<file path="config.mk">
export PLATFORM = sky130hd
export DESIGN_NAME = deadline_timer_table_top
export DESIGN_NICKNAME = d
export VERILOG_FILES = /design/src/hdl/dtt_pkg.sv /design/src/hdl/dtt_cell.sv /design/src/hdl/dtt_chain.sv /design/src/hdl/deadline_timer_table_top.sv
export SDC_FILE = /design/constraint.sdc
export NUM_CORES = 2
export LEC_CHECK = 0
export BUFFER_PORTS_ARGS = -buffer_cell sky130_fd_sc_hd__buf_2
export CAP_MARGIN = 5
export CORE_AREA = 2 2 384 424
export CTS_BUF_LIST = sky130_fd_sc_hd__clkbuf_4
export DETAILED_ROUTE_END_ITERATION = 10
export DIE_AREA = 0 0 386 426
export GPL_TIMING_DRIVEN = 0
export HOLD_SLACK_MARGIN = 0.05
export SLEW_MARGIN = 15
export SYNTH_ARGS = -nofsm -noshare
export SYNTH_HDL_FRONTEND = slang
export SYNTH_HIERARCHICAL = 1
export SYNTH_SLANG_ARGS = --single-unit
</file>
<file path="constraint.sdc">
create_clock -name aclk -period 23 [get_ports aclk]
set_input_delay 4.6 -clock aclk [delete_from_list [all_inputs] [get_ports aclk]]
set_output_delay 4.6 -clock aclk [all_outputs]
set_load 0.1 [all_outputs]
</file>
<file path="src/hdl/dtt_pkg.sv">
// shared types and constants for the deadline timer table
// no dependencies; imported by every module under hdl
package dtt_pkg;

    localparam int NUM_ALARMS = 16;
    localparam int ID_W       = 4;
    localparam int TIME_W     = 48;
    localparam int REQ_W      = 2;
    localparam int S_DATA_W   = 104;
    localparam int M_DATA_W   = 56;

    typedef enum logic [REQ_W-1:0] {
        REQ_SET    = 2'd0,
        REQ_CANCEL = 2'd1,
        REQ_TICK   = 2'd2
    } req_t;

    typedef enum logic [1:0] {
        OP_HOLD,
        OP_REMOVE,
        OP_INSERT,
        OP_POP
    } cell_op_t;

    typedef enum logic [1:0] {
        ST_IDLE,
        ST_INSERT,
        ST_FIRE
    } state_t;

    typedef struct packed {
        logic              valid;
        logic [ID_W-1:0]   id;
        logic [TIME_W-1:0] deadline;
    } cell_data_t;

    typedef struct packed {
        cell_op_t          op;
        logic [ID_W-1:0]   key_id;
        logic [TIME_W-1:0] key_deadline;
    } cell_ctl_t;

endpackage

</file>
<file path="src/hdl/dtt_cell.sv">
// one slot of the sorted alarm chain: holds one alarm and its deadline
// depends on dtt_pkg; instantiated by dtt_chain
module dtt_cell (
    input  logic               aclk,
    input  logic               aresetn,
    input  dtt_pkg::cell_ctl_t ctl,
    input  dtt_pkg::cell_data_t left,
    input  dtt_pkg::cell_data_t right,
    input  logic               rm_in,
    input  logic               place_in,
    output dtt_pkg::cell_data_t data,
    output logic               rm_out,
    output logic               place_out
);
    import dtt_pkg::*;

    logic              valid_reg;
    logic [ID_W-1:0]   id_reg;
    logic [TIME_W-1:0] deadline_reg;
    cell_data_t        data_next;
    cell_data_t        fresh;

    assign data.valid    = valid_reg;
    assign data.id       = id_reg;
    assign data.deadline = deadline_reg;

    assign fresh.valid    = 1'b1;
    assign fresh.id       = ctl.key_id;
    assign fresh.deadline = ctl.key_deadline;

    // removal ripples toward the tail, insertion point is the first later slot
    assign rm_out    = rm_in | (valid_reg && (id_reg == ctl.key_id));
    assign place_out = !valid_reg || (deadline_reg > ctl.key_deadline);

    always_comb begin
        data_next = data;
        case (ctl.op)
            OP_REMOVE: begin
                if (rm_out) begin
                    data_next = right;
                end
            end
            OP_INSERT: begin
                if (place_out) begin
                    data_next = place_in ? left : fresh;
                end
            end
            OP_POP: begin
                data_next = right;
            end
            default: begin
                data_next = data;
            end
        endcase
    end

    always_ff @(posedge aclk) begin
        if (!aresetn) begin
            valid_reg <= 1'b0;
        end else begin
            valid_reg <= data_next.valid;
        end
    end

    always_ff @(posedge aclk) begin
        id_reg       <= data_next.id;
        deadline_reg <= data_next.deadline;
    end

endmodule

</file>
<file path="src/hdl/dtt_chain.sv">
// row of alarm cells kept sorted by deadline, then by arrival
// depends on dtt_pkg and dtt_cell; instantiated by the top level
module dtt_chain (
    input  logic               aclk,
    input  logic               aresetn,
    input  dtt_pkg::cell_ctl_t ctl,
    output dtt_pkg::cell_data_t cells [dtt_pkg::NUM_ALARMS+1]
);
    import dtt_pkg::*;

    logic rm   [NUM_ALARMS+1];
    logic place[NUM_ALARMS+1];

    assign rm[0]    = 1'b0;
    assign place[0] = 1'b0;
    assign cells[NUM_ALARMS] = '0;

    for (genvar i = 0; i < NUM_ALARMS; i++) begin : g_cell
        cell_data_t left_data;
        if (i == 0) begin : g_head
            assign left_data = '0;
        end else begin : g_body
            assign left_data = cells[i-1];
        end

        dtt_cell u_cell (
            .aclk      (aclk),
            .aresetn   (aresetn),
            .ctl       (ctl),
            .left      (left_data),
            .right     (cells[i+1]),
            .rm_in     (rm[i]),
            .place_in  (place[i]),
            .data      (cells[i]),
            .rm_out    (rm[i+1]),
            .place_out (place[i+1])
        );
    end

endmodule

</file>
<file path="src/hdl/deadline_timer_table_top.sv">
// deadline timer table: sorted chain of alarm cells with set, cancel and tick
// depends on dtt_pkg and dtt_chain
//
//  port group   dir  payload
//  s_*          in   tuser req_type, tdata alarm_id / deadline_ms / now_ms
//  m_*          out  tdata fired_id / fired_deadline, tlast last_fired
//  cfg_*        in   engine_stopped
//
// set runs a remove pass, then an insert pass; cancel runs a remove pass only
// tick fires every due alarm in turn, popped from the chain head
// reset empties the chain at once and clears engine_stopped
// a stalled m_tready holds the chain head; a new item is taken only in idle
module deadline_timer_table_top (
    input  logic                          aclk,
    input  logic                          aresetn,
    input  logic                          cfg_we,
    input  logic                          cfg_wdata,
    input  logic                          s_tvalid,
    output logic                          s_tready,
    // alarm_id[3:0], deadline_ms[51:4], now_ms[99:52], zero fill
    input  logic [dtt_pkg::S_DATA_W-1:0]  s_tdata,
    // req_type[1:0]
    input  logic [dtt_pkg::REQ_W-1:0]     s_tuser,
    output logic                          m_tvalid,
    input  logic                          m_tready,
    // fired_id[3:0], fired_deadline[51:4], zero fill
    output logic [dtt_pkg::M_DATA_W-1:0]  m_tdata,
    output logic                          m_tlast
);
    import dtt_pkg::*;

    state_t            state_reg, state_next;
    logic              stopped_reg;
    logic [ID_W-1:0]   key_id_reg;
    logic [TIME_W-1:0] key_deadline_reg;
    logic [TIME_W-1:0] now_reg;
    logic              m_valid_reg;
    logic [ID_W-1:0]   out_id_reg;
    logic [TIME_W-1:0] out_deadline_reg;
    logic              out_last_reg;

    logic [ID_W-1:0]   in_id;
    logic [TIME_W-1:0] in_deadline;
    logic [TIME_W-1:0] in_now;
    logic              accept;
    logic              in_range;
    logic              head_hit;
    logic              next_hit;
    logic              out_free;
    logic              pop;
    logic              load_set;
    logic              load_tick;
    cell_ctl_t         ctl;
    cell_data_t        cells [NUM_ALARMS+1];
    logic [NUM_ALARMS-1:0] valid_vec;

    assign in_id       = s_tdata[ID_W-1:0];
    assign in_deadline = s_tdata[ID_W+TIME_W-1:ID_W];
    assign in_now      = s_tdata[ID_W+2*TIME_W-1:ID_W+TIME_W];

    assign s_tready = (state_reg == ST_IDLE);
    assign accept   = s_tvalid && s_tready;
    assign in_range = (32'(in_id) < NUM_ALARMS);

    assign head_hit = cells[0].valid && (cells[0].deadline <= now_reg);
    assign next_hit = cells[1].valid && (cells[1].deadline <= now_reg);
    assign out_free = !m_valid_reg || m_tready;

    dtt_chain u_chain (
        .aclk    (aclk),
        .aresetn (aresetn),
        .ctl     (ctl),
        .cells   (cells)
    );

    always_comb begin
        state_next = state_reg;
        case (state_reg)
            ST_IDLE: begin
                if (accept && (s_tuser == REQ_SET) && !stopped_reg && in_range) begin
                    state_next = ST_INSERT;
                end else if (accept && (s_tuser == REQ_TICK)) begin
                    state_next = ST_FIRE;
                end
            end
            ST_INSERT: begin
                state_next = ST_IDLE;
            end
            ST_FIRE: begin
                if (!head_hit || (out_free && !next_hit)) begin
                    state_next = ST_IDLE;
                end
            end
            default: begin
                state_next = ST_IDLE;
            end
        endcase
    end

    always_comb begin
        ctl.op           = OP_HOLD;
        ctl.key_id       = key_id_reg;
        ctl.key_deadline = key_deadline_reg;
        pop              = 1'b0;
        load_set         = 1'b0;
        load_tick        = 1'b0;
        case (state_reg)
            ST_IDLE: begin
                ctl.key_id = in_id;
                if (accept) begin
                    case (s_tuser)
                        REQ_SET: begin
                            if (!stopped_reg && in_range) begin
                                ctl.op   = OP_REMOVE;
                                load_set = 1'b1;
                            end
                        end
                        REQ_CANCEL: begin
                            if (in_range) begin
                                ctl.op = OP_REMOVE;
                            end
                        end
                        REQ_TICK: begin
                            load_tick = 1'b1;
                        end
                        default: begin
                            ctl.op = OP_HOLD;
                        end
                    endcase
                end
            end
            ST_INSERT: begin
                ctl.op = OP_INSERT;
            end
            ST_FIRE: begin
                if (head_hit && out_free) begin
                    ctl.op = OP_POP;
                    pop    = 1'b1;
                end
            end
            default: begin
                ctl.op = OP_HOLD;
            end
        endcase
    end

    always_ff @(posedge aclk) begin
        if (!aresetn) begin
            state_reg   <= ST_IDLE;
            stopped_reg <= 1'b0;
            m_valid_reg <= 1'b0;
        end else begin
            state_reg <= state_next;
            if (cfg_we) begin
                stopped_reg <= cfg_wdata;
            end
            if (pop) begin
                m_valid_reg <= 1'b1;
            end else if (m_tready) begin
                m_valid_reg <= 1'b0;
            end
        end
    end

    always_ff @(posedge aclk) begin
        if (load_set) begin
            key_id_reg       <= in_id;
            key_deadline_reg <= in_deadline;
        end
        if (load_tick) begin
            now_reg <= in_now;
        end
        if (pop) begin
            out_id_reg       <= cells[0].id;
            out_deadline_reg <= cells[0].deadline;
            out_last_reg     <= !next_hit;
        end
    end

    assign m_tvalid = m_valid_reg;
    assign m_tdata  = {{(M_DATA_W-ID_W-TIME_W){1'b0}}, out_deadline_reg, out_id_reg};
    assign m_tlast  = out_last_reg;

    for (genvar i = 0; i < NUM_ALARMS; i++) begin : g_valid
        assign valid_vec[i] = cells[i].valid;
    end

    // armed alarms always sit packed at the chain head
    assert property (@(posedge aclk) disable iff (!aresetn)
        (valid_vec & (valid_vec + NUM_ALARMS'(1))) == '0)
        else $error("chain holes between armed cells");

    // head stays in deadline order
    assert property (@(posedge aclk) disable iff (!aresetn)
        (cells[0].valid && cells[1].valid) |-> (cells[0].deadline <= cells[1].deadline))
        else $error("chain head out of deadline order");

    // a fired item never overwrites one still waiting
    assert property (@(posedge aclk) disable iff (!aresetn)
        pop |-> (!m_tvalid || m_tready))
        else $error("fired item dropped on stalled output");

endmodule
</file>
==> results.tsv <==
metric	value	unit
clock buffer count from CTS	312	
CTS Root Cell	clkbuf_4	
post-route clock period utilization	40.5	%
Crit path top cell by count	a31o_2	
Fillers	14900	
hold crit path type	flip-flop to flip-flop	
area growth from synthesis to layout	13.6	%
warning count from the yosys run	6	
final hold viol count	0	
Pwr Density	54.5	nW/um2
RSZ-0062 raised after global routing	false	
Via density	5.47	
number of flip-flops under the largest register name	768	
GRT Util Overall	23.9	%
hold path depth	0	
vias	56100	
Placer Congestion	0.889	
first-pass GRT wire length	309000	um
initial antenna violation count	2	
final WL	200000	um
Die Ht	426	um
Port Buffers	162	
clock share of power	38.2	%
clk_skew	0.109	ns
worst-skew pair later-pin latency	1.30	ns
drt pass-1 iters	5	
final instance area	81000	um2
Worst Path Max Fanout	32	
Sink Count	1005	
Peak VDD IR	0.0429	mV
largest net degree at the start of global routing	38	
fin worst setup slack	13.68	ns
Clock Tree Buf Depth	4	
postcts setup bufs	0	
critical path type	primary input to flip-flop	
DR WL/cell	19.5	um
TritonCTS clock tree	done	
CP Launch Type	primary input	
pre-CTS WS	12.50	ns
Cell Area, Synth	71300	um2
Rows	154	
post-CTS sizing	0	
Nets	8951	
worst path cell trace	buf_2 -> mux2_2 -> xor2_1 -> nor3_1 -> a31o_2 -> a31o_1 -> a31o_2 -> a31o_2 -> a31o_2 -> a31o_2 -> a31o_2 -> a31o_2 -> a31o_2 -> a31o_2 -> a31o_2 -> a31o_2 -> a31o_2 -> a31o_2 -> a31o_2 -> a31o_2 -> a21oi_1 -> a31oi_4 -> buf_16	
Layout Utilization	50.7	%
CORE AREA	160000	um2
Seq pwr share	49.9	%
Worst Tran Pin Value	1.34	ns
relative slew slack	9.53	%
Synth Area per Inst	9.77	um2
NetSw	1190	uW
Final setup viols	0	
final slew viol count	0	
cells after synthesis	7295	
vias in the first global route	56900	
worst path arrival time	10.28	ns
Reg2Reg Depth	23	
global route total overflow	0	
1st-iter DRT viols	3929	
DP Area	77000	um2
footprint of the multi-input gates	37400	um2
crit-path max cell delay	0.75	ns
Final TNS setup	0	ns
crit end category	flip-flop	
Post-CTS Hold Buffers	0	
fmax	0.107	GHz
Horiz. Die Dim	386	um
Int Power	3220	uW
H-Tree Depth	5	
DP HPWL	162000	um
max-cap violation count	0	
power share of the combinational group	11.9	%
DRT antenna net count	0	
Switching Fraction	26.9	%
status	finished clean	
share of layout cells above drive strength 1	11.3	%
die area	164000	um2
DRC	0	
Worst path slowest cell	mux2_2	
Required @ worst endpoint	23.95	ns
Final min period	9.32	ns
clk slew on worst S/H paths	0.06	ns
Storage cell area	30000	um2
Lkg Pwr	0.0407	uW
initial core utilization	44.6	%
io pins	171	
Total Power	4410	uW
[final cells by class]
cell class | count | area share [%]
clock buffers | 438 | 4.06
flip-flops and latches | 1005 | 37.0
repair buffers | 255 | 3.42
plain buffers | 308 | 1.69
well taps | 2106 | 3.25
diodes | 8 | 0.0247
clock inverters | 52 | 0.343
multi-input cells | 5223 | 46.2
inverters | 870 | 4.03
[power groups by stage]
stage	Combinational, uW	Clock, uW	Sequential, uW
after global placement	446	0	2260
after global routing	595	1820	2210
final	525	1680	2200
after detailed placement	510	0	2240
after floorplan	344	0	2220
after CTS	513	1740	2210
[worst max-delay path: cells and delay by family]
family,cells,cell delay (ns)
buffers and inverters,2,0.34
multiplexers,1,0.75
XOR/XNOR,1,0.21
AND/OR/NAND/NOR,1,0.10
AO/OA/AOI/OAI,18,4.24
[per-layer routing]
metal | up-vias | global-route usage [%] | wire (um)
met1 | 26300 | 29.0 | 84500
met4 | 0 | 14.0 | 12000
met2 | 1508 | 40.8 | 95700
li1 | 27900 | - | -
met3 | 493 | 2.92 | 8160
met5 | - | 0 | 0
[metrics by stage]
| stage | instances | hold slack, ns |
|---|---|---|
| after floorplan | 7406 | 0.471 |
| after global placement | 9674 | 0.523 |
| after detailed placement | 9743 | 0.529 |
| after CTS | 10200 | 0.544 |
| after global routing | 10300 | 0.560 |
| final | 10300 | 0.533 |
[path summary, 6_finish.rpt]
path / start / end / slack [ns]
setup / recovery: s_tdata[3] / u_chain/g_cell[15].u_cell/deadline_reg[7] / 13.68
hold / removal: u_chain/g_cell[0].u_cell/id_reg[2] / out_id_reg[2] / 0.53
setup reg to reg: state_reg[1] / u_chain/g_cell[15].u_cell/deadline_reg[7] / 16.19
hold reg to reg: u_chain/g_cell[0].u_cell/id_reg[2] / out_id_reg[2] / 0.53
[placed cells by master (no fill, tap or decap), types with 113 or more instances in the layout]
cell and n:
edfxtp_1 985, ha_1 864, clkbuf_4 438, mux2i_1 834, buf_2 269, a21oi_1 448, clkbuf_1 177, nand2_1 1059
o21ai_0 949, inv_1 869, conb_1 113, nand4_1 193
(Power assumes the default switching activity.)
